### src/rtl/core/frzg_pkg.sv
// Shared types, constants and helpers for the frame rate zone governor.
package frzg_pkg;

	localparam int COL_LIMIT_DFLT = 16;
	localparam int ROW_LIMIT_DFLT = 16;

	localparam int RATE_W = 20;
	localparam int CNT_W  = 5;
	localparam int ZONE_W = 9;
	localparam int PROD_W = 2 * CNT_W;
	localparam int IDX_W  = 3;

	// register indexes
	localparam logic [IDX_W-1:0] REG_MULTI_USERS = 3'd0;
	localparam logic [IDX_W-1:0] REG_AUTO_ADJUST = 3'd1;
	localparam logic [IDX_W-1:0] REG_RATE_TARGET = 3'd2;
	localparam logic [IDX_W-1:0] REG_RATE_BAND   = 3'd3;
	localparam logic [IDX_W-1:0] REG_MAX_COLS    = 3'd4;
	localparam logic [IDX_W-1:0] REG_MAX_ROWS    = 3'd5;
	localparam logic [IDX_W-1:0] REG_MAN_COLS    = 3'd6;
	localparam logic [IDX_W-1:0] REG_MAN_ROWS    = 3'd7;

	localparam logic [RATE_W-1:0] RATE_TARGET_RST = 20'd5120;
	localparam logic [RATE_W-1:0] RATE_BAND_RST   = 20'd1024;
	localparam logic [CNT_W-1:0]  MAX_COLS_RST    = 5'd16;
	localparam logic [CNT_W-1:0]  MAX_ROWS_RST    = 5'd4;

	typedef struct packed {
		logic              multiple_users;
		logic              auto_adjust;
		logic [RATE_W-1:0] rate_target;
		logic [RATE_W-1:0] rate_band;
		logic [CNT_W-1:0]  max_columns;
		logic [CNT_W-1:0]  max_rows;
		logic [CNT_W-1:0]  manual_columns;
		logic [CNT_W-1:0]  manual_rows;
	} cfg_t;

	typedef struct packed {
		logic load;
		logic step;
		logic bal;
		logic div;
		logic commit;
	} cmd_t;

	typedef struct packed {
		logic need_bal;
		logic div_sel;
		logic div_done;
		logic out_free;
	} status_t;

	typedef enum logic [4:0] {
		S_IDLE = 5'b00001,
		S_STEP = 5'b00010,
		S_BAL  = 5'b00100,
		S_DIV  = 5'b01000,
		S_DONE = 5'b10000
	} state_t;

	// limit a count to 1..hi
	function automatic logic [CNT_W-1:0] clamp_cnt(input logic [PROD_W-1:0] v,
			input logic [CNT_W-1:0] hi);
		logic [CNT_W-1:0] res;
		if (v == '0) begin
			res = CNT_W'(1);
		end else if (v > PROD_W'(hi)) begin
			res = hi;
		end else begin
			res = v[CNT_W-1:0];
		end
		return res;
	endfunction

endpackage

### src/rtl/core/frzg_cfg.sv
// Configuration register bank of the zone governor.
module frzg_cfg (
	input  logic                         clk,
	input  logic                         arst_n,
	input  logic                         cfg_write,
	input  logic [frzg_pkg::IDX_W-1:0]   cfg_index,
	input  logic [frzg_pkg::RATE_W-1:0]  cfg_data,
	output frzg_pkg::cfg_t               cfg
);
	import frzg_pkg::*;

	cfg_t cfg_q;

	always_ff @(posedge clk or negedge arst_n) begin
		if (!arst_n) begin
			cfg_q.multiple_users <= 1'b0;
			cfg_q.auto_adjust    <= 1'b1;
			cfg_q.rate_target    <= RATE_TARGET_RST;
			cfg_q.rate_band      <= RATE_BAND_RST;
			cfg_q.max_columns    <= MAX_COLS_RST;
			cfg_q.max_rows       <= MAX_ROWS_RST;
			cfg_q.manual_columns <= CNT_W'(1);
			cfg_q.manual_rows    <= CNT_W'(1);
		end else if (cfg_write) begin
			unique case (cfg_index)
				REG_MULTI_USERS: cfg_q.multiple_users <= cfg_data[0];
				REG_AUTO_ADJUST: cfg_q.auto_adjust    <= cfg_data[0];
				REG_RATE_TARGET: cfg_q.rate_target    <= cfg_data;
				REG_RATE_BAND:   cfg_q.rate_band      <= cfg_data;
				REG_MAX_COLS:    cfg_q.max_columns    <= cfg_data[CNT_W-1:0];
				REG_MAX_ROWS:    cfg_q.max_rows       <= cfg_data[CNT_W-1:0];
				REG_MAN_COLS:    cfg_q.manual_columns <= cfg_data[CNT_W-1:0];
				REG_MAN_ROWS:    cfg_q.manual_rows    <= cfg_data[CNT_W-1:0];
				default: ;
			endcase
		end
	end

	assign cfg = cfg_q;

endmodule

### src/rtl/core/frzg_ctrl.sv
// Sequencing state machine of the zone governor.
module frzg_ctrl (
	input  logic              clk,
	input  logic              arst_n,
	input  logic              rate_valid,
	output logic              rate_stall,
	input  frzg_pkg::status_t sts,
	output frzg_pkg::cmd_t    cmd
);
	import frzg_pkg::*;

	state_t state_q, state_d;

	always_comb begin
		state_d = state_q;
		cmd     = '0;
		unique case (state_q)
			S_IDLE: begin
				if (rate_valid) begin
					cmd.load = 1'b1;
					state_d  = S_STEP;
				end
			end
			S_STEP: begin
				cmd.step = 1'b1;
				state_d  = sts.need_bal ? S_BAL : S_DONE;
			end
			S_BAL: begin
				cmd.bal = 1'b1;
				state_d = sts.div_sel ? S_DIV : S_DONE;
			end
			S_DIV: begin
				cmd.div = 1'b1;
				if (sts.div_done) begin
					state_d = S_DONE;
				end
			end
			S_DONE: begin
				// wait for room in the output register
				if (sts.out_free) begin
					cmd.commit = 1'b1;
					state_d    = S_IDLE;
				end
			end
			default: state_d = S_IDLE;
		endcase
	end

	always_ff @(posedge clk or negedge arst_n) begin
		if (!arst_n) begin
			state_q <= S_IDLE;
		end else begin
			state_q <= state_d;
		end
	end

	assign rate_stall = (state_q != S_IDLE);

endmodule

### src/rtl/core/frzg_dp.sv
// Datapath of the zone governor: grid step, rebalance divider, state and output word.
module frzg_dp #(
	parameter int COLUMN_LIMIT = frzg_pkg::COL_LIMIT_DFLT,
	parameter int ROW_LIMIT    = frzg_pkg::ROW_LIMIT_DFLT
) (
	input  logic                         clk,
	input  logic                         arst_n,
	input  frzg_pkg::cfg_t               cfg,
	input  frzg_pkg::cmd_t               cmd,
	output frzg_pkg::status_t            sts,
	input  logic [frzg_pkg::RATE_W-1:0]  frame_rate,
	output logic                         grid_valid,
	input  logic                         grid_stall,
	output logic [frzg_pkg::CNT_W-1:0]   grid_columns,
	output logic [frzg_pkg::CNT_W-1:0]   grid_rows,
	output logic [frzg_pkg::ZONE_W-1:0]  zone_total,
	output logic                         grid_changed
);
	import frzg_pkg::*;

	localparam int LIM_W   = 7;
	localparam int DVS_W   = CNT_W + 1;
	localparam int DIV_N   = PROD_W;
	localparam int DCNT_W  = $clog2(DIV_N);
	localparam int CMP_W   = PROD_W + 2;

	logic [RATE_W-1:0] rate_q;
	logic [CNT_W-1:0]  wc_q, wr_q;
	logic              chg_q;
	logic [CNT_W-1:0]  col_q, row_q;
	logic [ZONE_W-1:0] applied_q;
	logic [PROD_W-1:0] dvd_q, quo_q;
	logic [DVS_W-1:0]  dvs_q, rem_q;
	logic [DCNT_W-1:0] cnt_q;
	logic              out_valid_q;
	logic [CNT_W-1:0]  out_cols_q, out_rows_q;
	logic [ZONE_W-1:0] out_total_q;
	logic              out_chg_q;

	// effective maxima
	logic [CNT_W-1:0] maxc, maxr;

	always_comb begin
		if (cfg.max_columns == '0) begin
			maxc = CNT_W'(1);
		end else if (LIM_W'(cfg.max_columns) > LIM_W'(COLUMN_LIMIT)) begin
			maxc = CNT_W'(COLUMN_LIMIT);
		end else begin
			maxc = cfg.max_columns;
		end
		if (cfg.max_rows == '0) begin
			maxr = CNT_W'(1);
		end else if (LIM_W'(cfg.max_rows) > LIM_W'(ROW_LIMIT)) begin
			maxr = CNT_W'(ROW_LIMIT);
		end else begin
			maxr = cfg.max_rows;
		end
	end

	// mode select and hysteresis step
	logic [RATE_W:0]  lo_sum, hi_sum;
	logic             slow, fast;
	logic [CNT_W-1:0] step_c, step_r, cc, rr, mc, mr;
	logic             step_chg;

	assign lo_sum = {1'b0, rate_q} + {1'b0, cfg.rate_band};
	assign hi_sum = {1'b0, cfg.rate_target} + {1'b0, cfg.rate_band};
	assign slow   = lo_sum < {1'b0, cfg.rate_target};
	assign fast   = {1'b0, rate_q} > hi_sum;
	assign cc     = clamp_cnt(PROD_W'(col_q), maxc);
	assign rr     = clamp_cnt(PROD_W'(row_q), maxr);
	assign mc     = clamp_cnt(PROD_W'(cfg.manual_columns), maxc);
	assign mr     = clamp_cnt(PROD_W'(cfg.manual_rows), maxr);

	always_comb begin
		step_c   = cc;
		step_r   = rr;
		step_chg = (cc != col_q) || (rr != row_q);
		if (!cfg.multiple_users) begin
			step_c   = CNT_W'(1);
			step_r   = CNT_W'(1);
			step_chg = (applied_q != ZONE_W'(1));
		end else if (!cfg.auto_adjust) begin
			step_c   = mc;
			step_r   = mr;
			step_chg = (mc != col_q) || (mr != row_q);
		end else if (slow) begin
			if (cc > CNT_W'(1)) begin
				step_c   = cc - CNT_W'(1);
				step_chg = 1'b1;
			end else if (rr > CNT_W'(1)) begin
				step_r   = rr - CNT_W'(1);
				step_chg = 1'b1;
			end
		end else if (fast) begin
			if (cc < maxc) begin
				step_c   = cc + CNT_W'(1);
				step_chg = 1'b1;
			end else if (rr < maxr) begin
				step_r   = rr + CNT_W'(1);
				step_chg = 1'b1;
			end
		end
	end

	// aspect balance tests, ratio 1.5 as factors 3 and 2
	logic [PROD_W-1:0] cm, mrow, cr;
	logic [CMP_W-1:0]  cm2, cm3, mr2, mr3;
	logic              t_split, t_merge;

	assign cm      = PROD_W'(wc_q) * PROD_W'(maxr);
	assign mrow    = PROD_W'(maxc) * PROD_W'(wr_q);
	assign cr      = PROD_W'(wc_q) * PROD_W'(wr_q);
	assign cm2     = {1'b0, cm, 1'b0};
	assign mr2     = {1'b0, mrow, 1'b0};
	assign cm3     = CMP_W'(cm) + cm2;
	assign mr3     = CMP_W'(mrow) + mr2;
	assign t_split = (cm2 > mr3) && (wr_q < maxr);
	assign t_merge = (cm3 < mr2) && (wr_q > CNT_W'(1));

	// restoring divider, one quotient bit a cycle
	logic [DVS_W:0]    trial;
	logic              ge;
	logic [DVS_W-1:0]  rem_nx;
	logic [PROD_W-1:0] quo_nx;

	assign trial  = {rem_q, dvd_q[PROD_W-1]};
	assign ge     = trial >= {1'b0, dvs_q};
	assign rem_nx = ge ? DVS_W'(trial - {1'b0, dvs_q}) : trial[DVS_W-1:0];
	assign quo_nx = {quo_q[PROD_W-2:0], ge};

	always_ff @(posedge clk) begin
		if (cmd.load) begin
			rate_q <= frame_rate;
		end
		if (cmd.step) begin
			wc_q  <= step_c;
			wr_q  <= step_r;
			chg_q <= step_chg;
		end
		if (cmd.bal && (t_split || t_merge)) begin
			dvd_q <= cr;
			quo_q <= '0;
			rem_q <= '0;
			cnt_q <= DCNT_W'(DIV_N - 1);
			if (t_split) begin
				dvs_q <= DVS_W'(wr_q) + DVS_W'(1);
				wr_q  <= wr_q + CNT_W'(1);
			end else begin
				dvs_q <= DVS_W'(wr_q) - DVS_W'(1);
				wr_q  <= wr_q - CNT_W'(1);
			end
		end
		if (cmd.div) begin
			dvd_q <= {dvd_q[PROD_W-2:0], 1'b0};
			rem_q <= rem_nx;
			quo_q <= quo_nx;
			cnt_q <= cnt_q - DCNT_W'(1);
			if (cnt_q == '0) begin
				wc_q <= clamp_cnt(quo_nx, maxc);
			end
		end
		if (cmd.commit) begin
			out_cols_q  <= wc_q;
			out_rows_q  <= wr_q;
			out_total_q <= cr[ZONE_W-1:0];
			out_chg_q   <= chg_q;
		end
	end

	always_ff @(posedge clk or negedge arst_n) begin
		if (!arst_n) begin
			col_q       <= CNT_W'(1);
			row_q       <= CNT_W'(1);
			applied_q   <= '0;
			out_valid_q <= 1'b0;
		end else begin
			if (cmd.commit) begin
				col_q <= wc_q;
				row_q <= wr_q;
				if (chg_q) begin
					applied_q <= cr[ZONE_W-1:0];
				end
				out_valid_q <= 1'b1;
			end else if (!grid_stall) begin
				out_valid_q <= 1'b0;
			end
		end
	end

	assign sts.need_bal = cfg.multiple_users && cfg.auto_adjust && step_chg;
	assign sts.div_sel  = t_split || t_merge;
	assign sts.div_done = (cnt_q == '0);
	assign sts.out_free = !out_valid_q || !grid_stall;

	assign grid_valid   = out_valid_q;
	assign grid_columns = out_cols_q;
	assign grid_rows    = out_rows_q;
	assign zone_total   = out_total_q;
	assign grid_changed = out_chg_q;

endmodule

### src/rtl/core/frame_rate_zone_governor_core.sv
// Frame rate zone governor: one grid decision per measured frame rate word.
// Each frame_rate word produces one grid word (columns, rows, zone total, changed
// flag). A word passes the step state and goes to the output register when the
// grid is unchanged or not rate driven; a rate driven change also passes the
// balance test, and when the grid is rebalanced the one-bit-a-cycle restoring
// divider recomputes the columns after rows are split or merged. rate_stall stays
// high from acceptance until the word is in the output register; a finished word
// waits there while the next frame is processed. Configuration must be written
// by the user only while no frame is in flight; the block does not enforce this.
// The zone total is columns times rows, kept to nine bits.
module frame_rate_zone_governor_core #(
	parameter int COLUMN_LIMIT = frzg_pkg::COL_LIMIT_DFLT,
	parameter int ROW_LIMIT    = frzg_pkg::ROW_LIMIT_DFLT
) (
	input  logic                         clk,
	input  logic                         arst_n,
	input  logic                         cfg_write,
	input  logic [frzg_pkg::IDX_W-1:0]   cfg_index,
	input  logic [frzg_pkg::RATE_W-1:0]  cfg_data,
	input  logic                         rate_valid,
	output logic                         rate_stall,
	input  logic [frzg_pkg::RATE_W-1:0]  frame_rate,
	output logic                         grid_valid,
	input  logic                         grid_stall,
	output logic [frzg_pkg::CNT_W-1:0]   grid_columns,
	output logic [frzg_pkg::CNT_W-1:0]   grid_rows,
	output logic [frzg_pkg::ZONE_W-1:0]  zone_total,
	output logic                         grid_changed
);
	import frzg_pkg::*;

	cfg_t    cfg;
	cmd_t    cmd;
	status_t sts;

	frzg_cfg u_cfg (
		.clk       (clk),
		.arst_n    (arst_n),
		.cfg_write (cfg_write),
		.cfg_index (cfg_index),
		.cfg_data  (cfg_data),
		.cfg       (cfg)
	);

	frzg_ctrl u_ctrl (
		.clk        (clk),
		.arst_n     (arst_n),
		.rate_valid (rate_valid),
		.rate_stall (rate_stall),
		.sts        (sts),
		.cmd        (cmd)
	);

	frzg_dp #(
		.COLUMN_LIMIT (COLUMN_LIMIT),
		.ROW_LIMIT    (ROW_LIMIT)
	) u_dp (
		.clk          (clk),
		.arst_n       (arst_n),
		.cfg          (cfg),
		.cmd          (cmd),
		.sts          (sts),
		.frame_rate   (frame_rate),
		.grid_valid   (grid_valid),
		.grid_stall   (grid_stall),
		.grid_columns (grid_columns),
		.grid_rows    (grid_rows),
		.zone_total   (zone_total),
		.grid_changed (grid_changed)
	);

`ifndef SYNTHESIS
	// an accepted word keeps the input closed on the next cycle
	a_busy_after_accept: assert property (@(posedge clk) disable iff (!arst_n)
		rate_valid && !rate_stall |=> rate_stall)
		else $error("input open right after accepting a word");

	a_grid_nonzero: assert property (@(posedge clk) disable iff (!arst_n)
		grid_valid |-> (grid_columns != '0) && (grid_rows != '0))
		else $error("grid word with zero columns or rows");

	a_total_match: assert property (@(posedge clk) disable iff (!arst_n)
		grid_valid |-> zone_total == ZONE_W'(PROD_W'(grid_columns) * PROD_W'(grid_rows)))
		else $error("zone total does not match grid");

	// a commit only happens into a free output register
	a_commit_free: assert property (@(posedge clk) disable iff (!arst_n)
		cmd.commit |-> sts.out_free)
		else $error("output word overwritten");
`endif

endmodule
### config.mk
export PLATFORM = sky130hd
export DESIGN_NAME = frame_rate_zone_governor_core
export DESIGN_NICKNAME = d
export VERILOG_FILES = /design/src/rtl/core/frzg_pkg.sv /design/src/rtl/core/frzg_cfg.sv /design/src/rtl/core/frzg_ctrl.sv /design/src/rtl/core/frzg_dp.sv /design/src/rtl/core/frame_rate_zone_governor_core.sv
export SDC_FILE = /design/constraint.sdc
export NUM_CORES = 1
export LEC_CHECK = 0
export ABC_AREA = 0
export ABC_CLOCK_PERIOD_IN_PS = 9700
export BUFFER_PORTS_ARGS = -buffer_cell sky130_fd_sc_hd__buf_2
export CAP_MARGIN = 20
export CORE_AREA = 3 3 233 235
export CTS_BUF_LIST = sky130_fd_sc_hd__clkbuf_2 sky130_fd_sc_hd__clkbuf_4 sky130_fd_sc_hd__clkbuf_8
export CTS_CLUSTER_DIAMETER = 60
export CTS_CLUSTER_SIZE = 40
export DETAILED_ROUTE_END_ITERATION = 8
export DIE_AREA = 0 0 236 238
export HOLD_SLACK_MARGIN = 0.03
export PLACE_DENSITY_LB_ADDON = 0.12
export REMOVE_ABC_BUFFERS = 1
export SYNTH_ARGS = -nofsm -noshare
export SYNTH_HDL_FRONTEND = slang
export SYNTH_HIERARCHICAL = 1
export SYNTH_SLANG_ARGS = --single-unit
### constraint.sdc
create_clock -name clk -period 9.7 [get_ports clk]
set_input_delay 0.97 -clock clk [delete_from_list [all_inputs] [get_ports clk]]
set_output_delay 0.97 -clock clk [all_outputs]
set_load 0.05 [all_outputs]
==> key figures <==
Finish
  • Net total in the final layout: between 2,000 and 2,500
  • Number of fill cells: 5,450
  • Util after Layout: roughly a third
  • Layout cells sized above 1: 13.9%
  • Area occupied by registers: 4710 um^2
  • Synth-to-layout area growth: 10.2%
  • Non-Filler Instances: roughly 2,400
  • Area of the multi-input gates: 10,200 um^2
  • Final Cell Area: approximately 17,000 um^2

Global routing
  • Grt total ovfl: 0
  • GR peak layer: met2
  • Largest net degree at the start of global routing: 56
  • Vias in the first global route: roughly 13,000
  • GR Util met3: about 3%
  • Met1 Usage GRT: 19.9%
  • Global Route met2 Usage: between 20% and 30%
  • First-pass GRT wire length: a little under 70,000 um
  • Initial antenna violation count: 1
  • GRT Total Usage: around 16%

Routing
  • Post-Route WL: between 40,000 and 50,000 um
  • Via count: around 12,000
  • ANT nets after route: 0
  • DR DRC count: 0
  • Wirelength per Cell: roughly 18 um
  • 1st-iter DRT viols: 714
  • First-pass DRT Iterations: 5
  • Routed vias/inst: slightly above 5

Yosys
  • EDFF count, synth: 80
  • Post-synthesis sequential area ratio: approximately 30%
  • Post-Syn Instances: about 1,600
  • Asr flop ratio synth: approximately half
  • Main synth FF type: edfxtp_1
  • Syn_area_per_cell: around 9.6 um^2
  • Synth cell types: 91
  • Synth Cell Area: approximately 16,000 um^2
  • Synthesis Warnings: 6
  • Post-synthesis register bit count: around 170

Power and ir drop
  • VDD IR max: 0.143 mV
  • Comb power frac: 68.4%
  • Internal Power: around 2.6 mW
  • Register share of total power: between 20% and 30%
  • Clk pwr share: 10.4%
  • Switching Share: 50.0%
  • Leak: between 7 and 8 nW
  • Pwr Total: between 5 and 6 mW
  • Pwr/cell area: about 300 nW/um^2
  • Switching Power: 2.63 mW

Worst setup path
  • Slowest cell delay on critical path: between 0.6 and 0.7 ns
  • Critical path class: reg2reg
  • R2R setup slack: 1.28 ns
  • Buf/Inv on CP: 4
  • CP arrival: 8.67 ns
  • Worst Setup End Kind: flop
  • Critical path's slowest cell: dfstp_2
  • Required time of the worst setup path: ~10 ns
  • Reg2Reg Depth: 26
  • R2r endpoint: u_dp/cnt_q[0]$_SDFFCE_PN1P_
  • Critical path launch point type: flop
  • Reg2Reg Launch Point: u_cfg/cfg[19]$_DFFE_PN1P_
  • Worst-path fanout max: 20
  • Top delay family on crit path: adder cells

STA
  • Max_slew headroom: a little over a third
  • Clock skew: approximately 0.026 ns
  • Worst slew pin tran: ~0.96 ns
  • Max Fclk: about 0.12 GHz
  • Hold_ws: ~0.35 ns
  • Crit share post-route: between 80% and 90%
  • RSZ-0062 raised after global routing: no
  • Final Max Slew Viols: 0
  • Fin Setup TNS: 0 ns
  • Final worst slack: roughly 1.3 ns
  • Hold Fails Final Rpt: 0
  • Final setup violation count: 0
  • Tmin final: approximately 8.4 ns

Placement
  • Dpl ws: 1.24 ns
  • PortBufs: 69
  • Placed insts: ~2,400
  • DPL Wire Length: about 33,000 um
  • Placed instance area: 16,800 um^2
  • GP Congestion: 0.825

Floorplanning
  • Die height: 238 um
  • Core box area: ~52,000 um^2
  • Initial Utilization: between 20% and 30%
  • # IOs: 70
  • Die area: between 50,000 and 60,000 um^2
  • # rows: 84
  • Die W: 236 um

Clocking
  • Worst skew pair latency: about 0.57 ns
  • CTS tree: yes
  • Cts hold-fix bufs: 0
  • Clk slew on worst S/H paths: ~0.12 ns
  • # clock sinks: around 170
  • Clock tree buffer depth: 2
  • Post-CTS Setup Bufs: 0
  • CTS resizes: 0
  • Total CTS buffers: 17
  • CTS root buffer: clkbuf_8
  • H-tree levels: 4

Status
  • Status: completed

Worst hold path
  • HP Class: in2async

Run
  • Max-cap violations: 0
power by group through the flow:
stage	Combinational (mW)	Sequential, mW	Clock (mW)
detailed placement	3.61	1.14	0
global route	4.12	1.14	0.613
finish	3.60	1.12	0.548
floorplan	2.68	1.09	0
global placement	3.59	1.14	0
CTS	3.64	1.12	0.588
registers in the layout (all words and copies together), names as in the netlist, 6 cells and up:
name	count
u_dp/rate_q	20
u_cfg/cfg	62
u_dp/quo_q	9
u_dp/zone_total	9
u_dp/rem_q	6
u_dp/applied_q	9
u_dp/dvs_q	6
u_dp/dvd_q	10
worst register-to-register path: stages, from the launching register on:
cell and delay (ns):
dfstp_2 0.68, inv_1 0.22, o21ai_1 0.38, inv_1 0.35
nand2_1 0.19, fa_1 0.42, fa_1 0.51, fa_1 0.54
inv_1 0.04, ha_1 0.36, a211oi_1 0.39, nor4b_1 0.11
nand4b_1 0.38, ha_1 0.43, a21oi_1 0.17, a21boi_0 0.25
xor2_1 0.17, ha_1 0.26, and4_1 0.22, nand3_1 0.08
a21oi_1 0.05, a2111oi_2 0.42, o2111ai_4 0.38, o21ai_4 0.24
nand2_4 0.17, nand2b_1 0.35, buf_4 0.36
cells in the mapped netlist, types with 33 or more instances:
library cell,number,area [um^2]
o21ai_0,74,370
dfrtp_1,76,1900
edfxtp_1,80,2400
nand2_1,112,420
inv_1,162,608
nor3_1,34,170
nor2_1,94,353
and2_1,52,325
a21oi_1,113,566
a21o_1,40,300
mux2_2,50,563
fa_1,33,661
xnor2_1,63,552
ha_1,228,2850
kinds of logic (layout without fill, tap and decap cells):
family | count (synthesis) | after routing | synth area share [%]
AOI/OAI and AO/OA | 385 | 385 | 16.2
xor gates and xnor gates | 92 | 92 | 5.15
adders and majority gates | 261 | 261 | 22.4
buffers and inverters | 203 | 284 | 5.07
DFF | 173 | 173 | 30.1
muxes | 86 | 86 | 6.54
other | 0 | 1 | 0
and+or+nand+nor | 434 | 434 | 14.5
routing by layer:
layer / wire length, um / share of wire, % / vias to the layer above
li1: - / - / 6026
met1: 19700 / 46 / 5893
met2: 20700 / 48 / 199
met3: 1330 / 3.1 / 52
met4: 1090 / 2.6 / 0
met5: 0 / 0 / -
layout make-up:
| cell class | instances | share of cell area (%) |
|---|---|---|
| tap | 688 | 4.99 |
| inverter | 163 | 3.56 |
| clock inverter | 15 | 0.979 |
| sequential | 173 | 27.3 |
| multi-input combinational | 1258 | 58.9 |
| clock buffer | 17 | 1.36 |
| antenna | 1 | 0.0145 |
| timing repair buffer | 89 | 2.89 |
cell usage in the layout (no fill, tap or decap), types with 40 or more instances in the layout:
cell type / instances
a21o_1: 40
a21oi_1: 113
and2_1: 52
buf_2: 68
dfrtp_1: 76
edfxtp_1: 80
ha_1: 228
inv_1: 162
mux2_2: 50
nand2_1: 112
nor2_1: 92
o21ai_0: 74
xnor2_1: 63
how the worst max path moves through the flow:
stage / cells past startpoint / to / from / slack [ns]
final: 26 / u_dp/cnt_q[0]$_SDFFCE_PN1P_ / u_cfg/cfg[19]$_DFFE_PN1P_ / 1.28
after global routing: 29 / u_dp/dvd_q[4]$_DFFE_PP_ / u_cfg/cfg[19]$_DFFE_PN1P_ / 0.66
after global placement: 29 / u_dp/quo_q[4]$_SDFFCE_PN0P_ / u_cfg/cfg[19]$_DFFE_PN1P_ / 1.51
after floorplan: 28 / u_dp/cnt_q[0]$_SDFFCE_PN1P_ / u_cfg/cfg[19]$_DFFE_PN1P_ / 2.22
after CTS: 26 / u_dp/dvd_q[4]$_DFFE_PP_ / u_cfg/cfg[19]$_DFFE_PN1P_ / 1.21
after detailed placement: 26 / u_dp/quo_q[3]$_SDFFCE_PN0P_ / u_cfg/cfg[19]$_DFFE_PN1P_ / 1.24
No activity file was read; power rests on OpenSTA's default activity.
